**src/scheduled_dispenser_controller_top_defines.svh**
```systemverilog
`ifndef SCHEDULED_DISPENSER_CONTROLLER_TOP_DEFINES_SVH
`define SCHEDULED_DISPENSER_CONTROLLER_TOP_DEFINES_SVH
`ifndef SYNTHESIS
`define SDC_ASSERT_IMP(label, clk, rst_n, ante, cons) \
	label: assert property (@(posedge clk) disable iff (!rst_n) (ante) |-> (cons)) \
		else $error("dispenser check failed");
`define SDC_ASSERT_NXT(label, clk, rst_n, ante, cons) \
	label: assert property (@(posedge clk) disable iff (!rst_n) (ante) |=> (cons)) \
		else $error("dispenser check failed");
`else
`define SDC_ASSERT_IMP(label, clk, rst_n, ante, cons)
`define SDC_ASSERT_NXT(label, clk, rst_n, ante, cons)
`endif
`endif

```
**src/sdc_pkg.sv**
```systemverilog
package sdc_pkg;

	localparam int SLOT_COUNT = 16;

	localparam int DATA_IN_W = 128;
	localparam int USER_IN_W = 2;
	localparam int DATA_OUT_W = 8;
	localparam int CFG_ADDR_W = 2;
	localparam int CFG_DATA_W = 32;

	localparam logic [1:0] CMD_STEP = 2'd0;
	localparam logic [1:0] CMD_RECHECK = 2'd1;
	localparam logic [1:0] CMD_WRITE = 2'd2;

	localparam logic [1:0] MODE_WAITING = 2'd0;
	localparam logic [1:0] MODE_FEEDING = 2'd1;
	localparam logic [1:0] MODE_FINDING = 2'd2;

	localparam logic [1:0] REG_ENTRY_COUNT = 2'd0;
	localparam logic [1:0] REG_TIMEOUT = 2'd1;
	localparam logic [1:0] REG_MIN_MASS = 2'd2;
	localparam logic [1:0] REG_PITCH_LIMIT = 2'd3;

	localparam logic [4:0] ENTRY_COUNT_RST = 5'd0;
	localparam logic [31:0] TIMEOUT_RST = 32'd60000;
	localparam logic [15:0] MIN_MASS_RST = 16'd5;
	localparam logic signed [15:0] PITCH_LIMIT_RST = 16'sd3000;

	localparam logic [10:0] MIN_PER_HOUR = 11'd60;

	typedef struct packed {
		logic [15:0] mass;
		logic [6:0] day;
		logic [5:0] minute;
		logic [4:0] hour;
	} entry_t;

	typedef struct packed {
		logic capture;
		logic wr_entry;
		logic rd_sel;
		logic scan_clr;
		logic scan_issue;
		logic recheck;
		logic start;
		logic feed_update;
		logic select;
		logic out_load;
	} ctl_t;

	typedef struct packed {
		logic [1:0] cmd;
		logic [1:0] mode;
		logic wait_due;
		logic hit;
		logic scan_more;
		logic out_free;
	} sts_t;

endpackage

```
**src/sdc_ram.sv**
```systemverilog
module sdc_ram #(
	parameter int WIDTH = 34,
	parameter int DEPTH = 16,
	localparam int AW = (DEPTH > 1) ? $clog2(DEPTH) : 1
) (
	input  logic             clk,
	input  logic             we,
	input  logic [AW-1:0]    waddr,
	input  logic [WIDTH-1:0] wdata,
	input  logic [AW-1:0]    raddr,
	output logic [WIDTH-1:0] rdata
);

	logic [WIDTH-1:0] mem_q [DEPTH];

	always_ff @(posedge clk) begin
		if (we) begin
			mem_q[waddr] <= wdata;
		end
		rdata <= mem_q[raddr];
	end

endmodule

```
**src/sdc_ctrl.sv**
```systemverilog
`include "scheduled_dispenser_controller_top_defines.svh"

module sdc_ctrl (
	input  logic          clk,
	input  logic          arst_n,
	input  logic          s_tvalid,
	output logic          s_tready,
	input  sdc_pkg::sts_t st,
	output sdc_pkg::ctl_t ctl
);

	localparam logic [2:0] ST_IDLE = 3'd0;
	localparam logic [2:0] ST_DISP = 3'd1;
	localparam logic [2:0] ST_EVAL = 3'd2;
	localparam logic [2:0] ST_SCAN = 3'd3;
	localparam logic [2:0] ST_DONE = 3'd4;

	logic [2:0] state_q;
	logic [2:0] state_d;

	assign s_tready = (state_q == ST_IDLE);

	always_comb begin
		ctl = '0;
		state_d = state_q;
		unique case (state_q)
			ST_IDLE: begin
				if (s_tvalid) begin
					ctl.capture = 1'b1;
					state_d = ST_DISP;
				end
			end
			ST_DISP: begin
				unique case (st.cmd)
					sdc_pkg::CMD_WRITE: begin
						ctl.wr_entry = 1'b1;
						state_d = ST_DONE;
					end
					sdc_pkg::CMD_RECHECK: begin
						ctl.recheck = 1'b1;
						state_d = ST_DONE;
					end
					sdc_pkg::CMD_STEP: begin
						if (st.mode == sdc_pkg::MODE_WAITING ||
							st.mode == sdc_pkg::MODE_FEEDING) begin
							ctl.rd_sel = 1'b1;
							state_d = ST_EVAL;
						end else begin
							ctl.scan_clr = 1'b1;
							state_d = ST_SCAN;
						end
					end
					default: begin
						state_d = ST_DONE;
					end
				endcase
			end
			ST_EVAL: begin
				if (st.mode == sdc_pkg::MODE_WAITING) begin
					ctl.start = st.wait_due;
				end else begin
					ctl.feed_update = 1'b1;
				end
				state_d = ST_DONE;
			end
			ST_SCAN: begin
				if (st.hit) begin
					ctl.select = 1'b1;
					state_d = ST_DONE;
				end else if (st.scan_more) begin
					ctl.scan_issue = 1'b1;
				end else begin
					state_d = ST_DONE;
				end
			end
			ST_DONE: begin
				if (st.out_free) begin
					ctl.out_load = 1'b1;
					state_d = ST_IDLE;
				end
			end
			default: begin
				state_d = ST_IDLE;
			end
		endcase
	end

	always_ff @(posedge clk or negedge arst_n) begin
		if (!arst_n) begin
			state_q <= ST_IDLE;
		end else begin
			state_q <= state_d;
		end
	end

	`SDC_ASSERT_NXT(a_capture_dispatch, clk, arst_n, ctl.capture, state_q == ST_DISP)
	`SDC_ASSERT_NXT(a_scan_end, clk, arst_n, (state_q == ST_SCAN) && !st.hit && !st.scan_more, state_q == ST_DONE)

endmodule

```
**src/sdc_datapath.sv**
```systemverilog
`include "scheduled_dispenser_controller_top_defines.svh"

module sdc_datapath #(
	parameter int DEPTH = 16
) (
	input  logic                             clk,
	input  logic                             arst_n,
	input  sdc_pkg::ctl_t                    ctl,
	output sdc_pkg::sts_t                    st,
	input  logic [sdc_pkg::DATA_IN_W-1:0]    s_tdata,
	input  logic [sdc_pkg::USER_IN_W-1:0]    s_tuser,
	input  logic                             cfg_we,
	input  logic [sdc_pkg::CFG_ADDR_W-1:0]   cfg_addr,
	input  logic [sdc_pkg::CFG_DATA_W-1:0]   cfg_wdata,
	output logic                             m_tvalid,
	input  logic                             m_tready,
	output logic [sdc_pkg::DATA_OUT_W-1:0]   m_tdata
);

	localparam int AW = (DEPTH > 1) ? $clog2(DEPTH) : 1;
	localparam int CW = $clog2(DEPTH + 1);

	function automatic logic [10:0] minute_of_day(input logic [4:0] hour,
		input logic [5:0] minute);
		return 11'(hour) * sdc_pkg::MIN_PER_HOUR + 11'(minute);
	endfunction

	// configuration
	logic [4:0] entry_count_q;
	logic [31:0] timeout_q;
	logic [15:0] min_mass_q;
	logic signed [15:0] pitch_limit_q;

	// captured item
	logic [1:0] cmd_q;
	logic [4:0] now_hour_q;
	logic [5:0] now_minute_q;
	logic [6:0] now_day_q;
	logic signed [23:0] mass_q;
	logic signed [15:0] pitch_q;
	logic [31:0] now_ms_q;
	logic [3:0] entry_index_q;
	sdc_pkg::entry_t entry_q;

	// controller state
	logic [1:0] mode_q;
	logic [3:0] slot_q;
	logic signed [23:0] start_mass_q;
	logic [31:0] start_time_q;
	logic servo_q;
	logic motor_q;

	logic [CW-1:0] scan_q;
	logic chk_q;
	logic [AW-1:0] chk_idx_q;

	logic out_valid_q;
	logic [sdc_pkg::DATA_OUT_W-1:0] out_data_q;

	logic ram_we;
	logic [AW-1:0] ram_raddr;
	logic [33:0] ram_rdata;
	sdc_pkg::entry_t rent;
	logic [10:0] cur_min;
	logic [10:0] ent_min;
	logic signed [25:0] gone;
	logic gone_ok;
	logic mass_above;
	logic [31:0] elapsed;
	logic time_ok;
	logic feed_ok;
	logic pitch_ok;

	always_ff @(posedge clk or negedge arst_n) begin
		if (!arst_n) begin
			entry_count_q <= sdc_pkg::ENTRY_COUNT_RST;
			timeout_q <= sdc_pkg::TIMEOUT_RST;
			min_mass_q <= sdc_pkg::MIN_MASS_RST;
			pitch_limit_q <= sdc_pkg::PITCH_LIMIT_RST;
		end else if (cfg_we) begin
			unique case (cfg_addr)
				sdc_pkg::REG_ENTRY_COUNT: entry_count_q <= cfg_wdata[4:0];
				sdc_pkg::REG_TIMEOUT: timeout_q <= cfg_wdata[31:0];
				sdc_pkg::REG_MIN_MASS: min_mass_q <= cfg_wdata[15:0];
				sdc_pkg::REG_PITCH_LIMIT: pitch_limit_q <= $signed(cfg_wdata[15:0]);
			endcase
		end
	end

	always_ff @(posedge clk) begin
		if (ctl.capture) begin
			cmd_q <= s_tuser;
			now_hour_q <= s_tdata[4:0];
			now_minute_q <= s_tdata[10:5];
			now_day_q <= s_tdata[17:11];
			mass_q <= $signed(s_tdata[41:18]);
			pitch_q <= $signed(s_tdata[57:42]);
			now_ms_q <= s_tdata[89:58];
			entry_index_q <= s_tdata[93:90];
			entry_q.hour <= s_tdata[98:94];
			entry_q.minute <= s_tdata[104:99];
			entry_q.day <= s_tdata[111:105];
			entry_q.mass <= s_tdata[127:112];
		end
	end

	assign ram_we = ctl.wr_entry && (5'(entry_index_q) < 5'(DEPTH));
	assign ram_raddr = ctl.rd_sel ? slot_q[AW-1:0] : scan_q[AW-1:0];

	sdc_ram #(
		.WIDTH(34),
		.DEPTH(DEPTH)
	) u_table (
		.clk(clk),
		.we(ram_we),
		.waddr(entry_index_q[AW-1:0]),
		.wdata(entry_q),
		.raddr(ram_raddr),
		.rdata(ram_rdata)
	);

	assign rent = sdc_pkg::entry_t'(ram_rdata);
	assign cur_min = minute_of_day(now_hour_q, now_minute_q);
	assign ent_min = minute_of_day(rent.hour, rent.minute);

	assign gone = 26'(start_mass_q) - 26'(mass_q);
	assign gone_ok = gone < $signed({10'd0, rent.mass});
	assign mass_above = 25'(mass_q) > $signed({9'd0, min_mass_q});
	assign elapsed = now_ms_q - start_time_q;
	assign time_ok = elapsed < timeout_q;
	assign feed_ok = gone_ok && mass_above && time_ok;
	assign pitch_ok = pitch_q < pitch_limit_q;

	assign st.cmd = cmd_q;
	assign st.mode = mode_q;
	assign st.wait_due = cur_min >= ent_min;
	assign st.hit = chk_q && (cur_min < ent_min) && ((now_day_q & rent.day) != 7'd0);
	assign st.scan_more = (5'(scan_q) < entry_count_q) && (scan_q < CW'(DEPTH));
	assign st.out_free = !out_valid_q || m_tready;

	always_ff @(posedge clk or negedge arst_n) begin
		if (!arst_n) begin
			scan_q <= '0;
			chk_q <= 1'b0;
			chk_idx_q <= '0;
		end else if (ctl.scan_clr) begin
			scan_q <= '0;
			chk_q <= 1'b0;
		end else if (ctl.scan_issue) begin
			scan_q <= scan_q + 1'b1;
			chk_q <= 1'b1;
			chk_idx_q <= scan_q[AW-1:0];
		end
	end

	always_ff @(posedge clk or negedge arst_n) begin
		if (!arst_n) begin
			mode_q <= sdc_pkg::MODE_FINDING;
			slot_q <= '0;
			start_mass_q <= '0;
			start_time_q <= '0;
			servo_q <= 1'b0;
			motor_q <= 1'b0;
		end else begin
			priority if (ctl.recheck) begin
				servo_q <= 1'b0;
				motor_q <= 1'b0;
				mode_q <= sdc_pkg::MODE_FINDING;
			end else if (ctl.start) begin
				start_mass_q <= mass_q;
				start_time_q <= now_ms_q;
				mode_q <= sdc_pkg::MODE_FEEDING;
			end else if (ctl.feed_update) begin
				if (feed_ok) begin
					servo_q <= 1'b1;
					motor_q <= pitch_ok;
				end else begin
					servo_q <= 1'b0;
					motor_q <= 1'b0;
					mode_q <= sdc_pkg::MODE_FINDING;
				end
			end else if (ctl.select) begin
				slot_q <= 4'(chk_idx_q);
				mode_q <= sdc_pkg::MODE_WAITING;
			end else begin
				mode_q <= mode_q;
			end
		end
	end

	always_ff @(posedge clk or negedge arst_n) begin
		if (!arst_n) begin
			out_valid_q <= 1'b0;
		end else if (ctl.out_load) begin
			out_valid_q <= 1'b1;
		end else if (m_tready) begin
			out_valid_q <= 1'b0;
		end
	end

	always_ff @(posedge clk) begin
		if (ctl.out_load) begin
			out_data_q <= {slot_q, mode_q, motor_q, servo_q};
		end
	end

	assign m_tvalid = out_valid_q;
	assign m_tdata = out_data_q;

	`SDC_ASSERT_NXT(a_select_waits, clk, arst_n, ctl.select, mode_q == sdc_pkg::MODE_WAITING)
	`SDC_ASSERT_IMP(a_servo_feeding, clk, arst_n, servo_q, mode_q == sdc_pkg::MODE_FEEDING)
	`SDC_ASSERT_IMP(a_motor_servo, clk, arst_n, motor_q, servo_q)

endmodule

```
**src/scheduled_dispenser_controller_top.sv**
```systemverilog
// flow: capture, dispatch, then done, which loads the result once the output is free; a waiting
// or feeding step adds one table read, a search reads entries until a hit or the entry count
// throughput: one item at a time, next transfer taken the cycle after the result is loaded
// the search reads one schedule entry per cycle from the single table read port
// reset: asynchronous, mode finding, slot 0, drives off, config at defaults
// schedule table contents undefined until written, no clearing pass
module scheduled_dispenser_controller_top #(
	parameter int MAX_ENTRIES = 16
) (
	input  logic                             clk,
	input  logic                             arst_n,
	input  logic                             s_tvalid,
	output logic                             s_tready,
	// now_hour, now_minute, now_day, mass_sample, pitch, now_ms, entry_index,
	// entry_hour, entry_minute, entry_day, entry_mass
	input  logic [sdc_pkg::DATA_IN_W-1:0]    s_tdata,
	// cmd
	input  logic [sdc_pkg::USER_IN_W-1:0]    s_tuser,
	output logic                             m_tvalid,
	input  logic                             m_tready,
	// gate_drive, feed_drive, mode, next_slot
	output logic [sdc_pkg::DATA_OUT_W-1:0]   m_tdata,
	input  logic                             cfg_we,
	input  logic [sdc_pkg::CFG_ADDR_W-1:0]   cfg_addr,
	input  logic [sdc_pkg::CFG_DATA_W-1:0]   cfg_wdata
);

	localparam int TAB_DEPTH = (MAX_ENTRIES < sdc_pkg::SLOT_COUNT) ?
		MAX_ENTRIES : sdc_pkg::SLOT_COUNT;

	sdc_pkg::ctl_t ctl;
	sdc_pkg::sts_t st;

	sdc_ctrl u_ctrl (
		.clk(clk),
		.arst_n(arst_n),
		.s_tvalid(s_tvalid),
		.s_tready(s_tready),
		.st(st),
		.ctl(ctl)
	);

	sdc_datapath #(
		.DEPTH(TAB_DEPTH)
	) u_datapath (
		.clk(clk),
		.arst_n(arst_n),
		.ctl(ctl),
		.st(st),
		.s_tdata(s_tdata),
		.s_tuser(s_tuser),
		.cfg_we(cfg_we),
		.cfg_addr(cfg_addr),
		.cfg_wdata(cfg_wdata),
		.m_tvalid(m_tvalid),
		.m_tready(m_tready),
		.m_tdata(m_tdata)
	);

endmodule
```
**config.mk**
```make
export PLATFORM = sky130hd
export DESIGN_NAME = scheduled_dispenser_controller_top
export DESIGN_NICKNAME = d
export VERILOG_FILES = /design/src/sdc_pkg.sv /design/src/sdc_ram.sv /design/src/sdc_ctrl.sv /design/src/sdc_datapath.sv /design/src/scheduled_dispenser_controller_top.sv
export VERILOG_INCLUDE_DIRS = /design/src /design/src/src
export SDC_FILE = /design/constraint.sdc
export NUM_CORES = 1
export LEC_CHECK = 0
export BUFFER_PORTS_ARGS = -buffer_cell sky130_fd_sc_hd__buf_4
export CORE_MARGIN = 2
export CORE_UTILIZATION = 50
export DETAILED_ROUTE_END_ITERATION = 16
export PLACE_DENSITY = 0.71
export SYNTH_ARGS = -nofsm -noshare
export SYNTH_HDL_FRONTEND = slang
export SYNTH_HIERARCHICAL = 1
export SYNTH_SLANG_ARGS = --single-unit
```
**constraint.sdc**
```tcl
create_clock -name clk -period 4.8 [get_ports clk]
set_clock_uncertainty 0.15 [all_clocks]
set_input_delay 0.48 -clock clk [delete_from_list [all_inputs] [get_ports clk]]
set_output_delay 0.48 -clock clk [all_outputs]
set_load 0.02 [all_outputs]
```
Yosys cells after proc, flatten, opt, wreduce, memory -nomap -nowiden
Memories as Yosys holds them, arrays and structs flattened. A register that Yosys moved wholly into a read port is not among the register bits.
Index checks and enable logic that the tools add are counted.
- add/subtract/negate cells: 5
- multipliers: 2
- $lt $le $gt $ge: 8
- eq/ne operators: 15
- multiplexer cells: 48
- bitwise operators: 5
- reductions and logical operators: 27
- operator list (cell ; count):
    32-bit less-than comparator ; 1
    32-bit subtractor ; 1
    1-bit 2-to-1 mux ; 31
    26-bit by 17-bit less-than comparator with 1-bit output ; 1
    24-bit by 24-bit subtractor with 25-bit output ; 1
    24-bit by 17-bit greater-than comparator with 1-bit output ; 1
    11-bit by 6-bit adder with 11-bit output ; 2
    5-bit by 4-bit multiplier with 9-bit output (second input constant) ; 2
    3-bit 2-to-1 mux ; 6
    16-bit less-than comparator ; 1
    2-bit AND reduction ; 8
    3-bit one-hot mux with 5 select lines ; 1
    2-bit 2-to-1 mux ; 7
    11-bit greater-or-equal comparator ; 1
    11-bit less-than comparator ; 1
    5-bit 2-to-1 mux ; 2
    7-bit bitwise AND ; 1
    7-bit nonzero test ; 1
    2-bit by 1-bit == test with 1-bit output (second input constant) ; 3
    2-bit == test (second input constant) ; 3
    3-bit by 2-bit == test with 1-bit output (second input constant) ; 2
    2-bit zero test ; 3
    2-bit nonzero test ; 3
    5-bit by 1-bit adder with 5-bit output (second input constant) ; 1
    other kinds (17) ; 26
- register bits after elaboration: 285
- RAM bits: 544
- input bits: 169
- word-level logic and storage cells: 139
- memories: 1
- memories (name ; depth ; width ; read ports ; clocked after Yosys merged registers in ; write ports ; RTL line ; text):
    u_datapath.u_table.mem_q ; 16 ; 34 ; 1 ; 1 ; 1 ; sdc_ram.sv:14 ; logic [WIDTH-1:0] mem_q [DEPTH];

Logic depth before layout (Yosys ltp)
- depth in word-level cells: 11
- gate-level depth with buffers: 25
- depth with buffers taken out: 25

Modules after synthesis
Netlist, hierarchy kept.
- by module, submodules not included (module ; times used ; cells an instance ; area an instance (um2)):
    sdc_ram ; 1 ; 888 ; 21076.5
    sdc_datapath ; 1 ; 1404 ; 16036.6
    sdc_ctrl ; 1 ; 39 ; 311.5

Least setup slack after synthesis
Ideal clock, no wire load.
- kind: flip-flop to flip-flop
- start point: reg u_datapath.now_hour_q[0]
- end point: reg u_datapath.mode_q[1]
- data arrival time: 5088 ps
- data required time: 4564 ps
- slack: -524 ps
- stages on the path, launching flop included: 25
- buffers on the path: 0
- period minus slack after synthesis: 5324 ps
- cell sequence: edfxtp_1 -> fa_1 -> inv_1 -> fa_1 -> inv_1 -> fa_1 -> ha_1 -> nor2b_1 -> o21a_1 -> nand3_1 -> xnor2_1 -> ha_1 -> or2_2 -> a21oi_1 -> a21oi_1 -> a41o_1 -> nand2_1 -> nor3_1 -> inv_1 -> nand4_1 -> a21oi_1 -> nor4b_1 -> o2111a_1 -> o2111ai_2 -> o41a_1
- RTL lines (item ; RTL line ; text):
    start, declared ; sdc_datapath.sv:36 ; logic [4:0] now_hour_q;
    start signal, assigned ; sdc_datapath.sv:93 ; now_hour_q <= s_tdata[4:0];
    end signal, assigned ; sdc_datapath.sv:158 ; mode_q <= sdc_pkg::MODE_FINDING;
    end signal, assigned ; sdc_datapath.sv:168 ; mode_q <= sdc_pkg::MODE_FINDING;
    end signal, assigned ; sdc_datapath.sv:172 ; mode_q <= sdc_pkg::MODE_FEEDING;
    end, declared ; sdc_datapath.sv:46 ; logic [1:0] mode_q;

==> out/metrics.cfg <==
[status]
status=finished, violations left
violations=setup timing

[drt]
avgViaCountPerCell=5.66
drtIter0Drc=1925
firstDrtPassIters=5
vias=22100
drc=0
antenna_left=0
wl_um=86600
wire_per_inst_um=22.2

[timing]
relSlewSlack=0.142
rsz0062_at_grt=yes
drv_slew=0
min_period_ps=5570
setup_tns_ps=-36420
setup_slack_ps=-774
period_share=1.16
setup-violations-final=73
whs_ps=49.0
fmax_mhz=179
hold_viol_final=0
worst_slew_pin_slew_ps=1280

[floorplanning]
initial_utilization=0.504
dieArea_um2=77100
rows=100
dieWidth_um=278
core_um2=74300
ios=179
die_h_um=278

[clocking]
clock-sinks=863
htree_levels=3
cts_buffers=89
insertion_delay_ps=670
clk_pin_slew_ps=60
cts_tree=yes
cts-root-buf=clkbuf_16
cts_buffer_depth=3

[global_routing]
grt_max_degree=81
grt_overflow_total=0
grt_pass1_wl_um=134000
grt_use_total=0.226
grt_pass1_vias=23000
antenna_found_initial=4

[pwr]
power_density_nw_per_um2=612
ir_drop_uv=1070
p_leak_nw=17.9

[setup_path]
path_class=flop to flop
startpoint_type=flop
worst-r2r-setup-slack_ps=-770
end_kind=flop
worstPathMaxFanout=4
arrival_ps=5950
worstPathRequired_ps=5180
r2r_cells=24

[finish]
areaGrowthSynthToFinish_pct=24.5
fin_area_um2=46600
drive_above_1_share=0.290
nNetsFinal=3218

[logic_synthesis]
yosys_warnings=6
synthCells=2331
ys.flop_type=edfxtp_1
synth_seq_cells=863
postSynthAreaPerCell_um2=16.1
synth.distinct_cells=81
yosysTopAreaCell=edfxtp_1
synth.area.top_cells=edfxtp_1 (55%), dfrtp_1 (8.7%), mux4_2 (8.2%)
ys_seq_area_frac=0.664
synth_area_um2=37400
synthTopCellsByCount=edfxtp_1 (682), inv_1 (199), ha_1 (180)
synth_top_area_frac=0.547
synth_fp_nets=2698
yosysMostFrequentCell=edfxtp_1
synth_edf_count=682
async_reset_ff_frac=0.170

[worst_hold_path]
hold_depth=3
worstHoldPathType=input port to flop

[place]
dpl_cell_area_um2=40900
port_buffers=178
dp_hpwl_um=50800
place.gp.congestion=0.838

[job]
maxCapViolations=0

-- repair_timing --
item	4_1_cts	5_1_grt
setup buffers	24	8
hold buffers	163	0
resized for setup	141	64
pin swaps	38	20
hold endpoints to repair	258	0
cloned	10	0
endpoints found under the setup margin	73	77
-- cells by family (layout without fill, tap and decap cells) --
family,after synthesis,in the layout,share of synthesized area
muxes,240,240,0.113
xor gates and xnor gates,75,75,0.0176
AOI/OAI and AO/OA,363,363,0.0648
DFF,863,863,0.664
adders and majority gates,198,198,0.0698
and+or+nand+nor,327,327,0.0421
buffers and inverters,265,862,0.0285
other,0,2,0
-- final timing paths --
check	end	from
max reg2reg	u_datapath/mode_q[1]$_DFFE_PN1P_	u_datapath/now_hour_q[2]$_DFFE_PP_
max	u_datapath/mode_q[1]$_DFFE_PN1P_	u_datapath/now_hour_q[2]$_DFFE_PP_
max in group asynchronous	u_datapath/start_time_q[28]$_DFFE_PN0P_	arst_n
min	u_datapath/m_tvalid$_DFFE_PN0P_	m_tready
min in group asynchronous	u_datapath/pitch_limit_q[0]$_DFFE_PN0P_	arst_n
min reg2reg	u_datapath/m_tdata[1]$_DFFE_PP_	u_datapath/motor_q$_DFFE_PN0P_
-- layout make-up --
class,count,area (µm²)
well taps,969,1210
repair buffers,494,4460
multi-input cells,1203,12200
flip-flops and latches,863,24900
clock buffers,126,2530
inverters,200,751
clock inverters,42,558
fillers,5164,27700
diodes,2,5.00
-- flip-flops by register name (all words and copies together) (netlist names), 24 cells and up --
register and cells:
u_datapath/entry_q 34, u_datapath/mass_q 24, u_datapath/now_ms_q 32, u_datapath/start_mass_q 24, u_datapath/start_time_q 32, u_datapath/timeout_q 32
u_datapath/u_table/mem_q 544, u_datapath/u_table/rdata 34
-- where the power goes --
part           internal (W)  leakage, nW  switching [W]
Sequential          0.00917         8.33       0.000673
Combinational       0.00587         8.10        0.00571
Clock               0.00415         1.51        0.00294
Total                0.0192         17.9        0.00932
-- layer usage --
metal | vias up | global-route usage | routed length (µm)
li1 | 9919 | - | -
met1 | 11300 | 0.304 | 35900
met4 | 0 | 0.0656 | 2150
met5 | - | 0 | 0
met3 | 138 | 0.0297 | 4710
met2 | 731 | 0.389 | 43800
-- layout by cell type (no fill, tap or decap), types with 34 or more instances in the layout --
cell           Yosys  routed
a21o_1            46      46
a21oi_1           77      72
a22oi_1           71      71
buf_4              1     301
clkbuf_16          0      89
dfrtp_1          130     130
dfxtp_1           34      34
dlygate4sd3_1      0     163
edfxtp_1         682     682
ha_1             180     178
inv_1            199     197
mux2_2           101      71
mux4_2           136     136
nand2_1          108      76
nor2_1            78      60
xnor2_1           49      46
-- critical path, stage by stage (launching register included) --
cell	delay, ps
edfxtp_1	420
fa_1	580
inv_1	60
fa_1	450
inv_2	80
fa_2	450
ha_4	280
nor2b_1	120
o21a_1	170
nand3_2	110
xnor2_2	160
ha_1	310
or2_4	230
a21oi_2	140
a21oi_2	50
a41o_1	250
nand2_2	90
nor3_4	50
inv_2	70
nand4_1	90
a21oi_2	170
nor4b_4	230
o2111a_1	260
o2111ai_4	140
o41a_1	360
-- per-stage QoR --
| stage | power, W | setup slack [ps] | std cells | utilization |
|---|---|---|---|---|
| 2_1_floorplan | 0.0170 | -422 | 2331 | - |
| 4_1_cts | 0.0288 | -822 | 3902 | 0.625 |
| 3_3_place_gp | 0.0202 | -721 | 3539 | 0.550 |
| 3_5_place_dp | 0.0206 | -887 | 3539 | 0.550 |
| 5_1_grt | 0.0303 | -1130 | 3899 | 0.627 |
| 6_report | 0.0285 | -774 | 3899 | 0.627 |
Power figures use the tool's default switching activity.
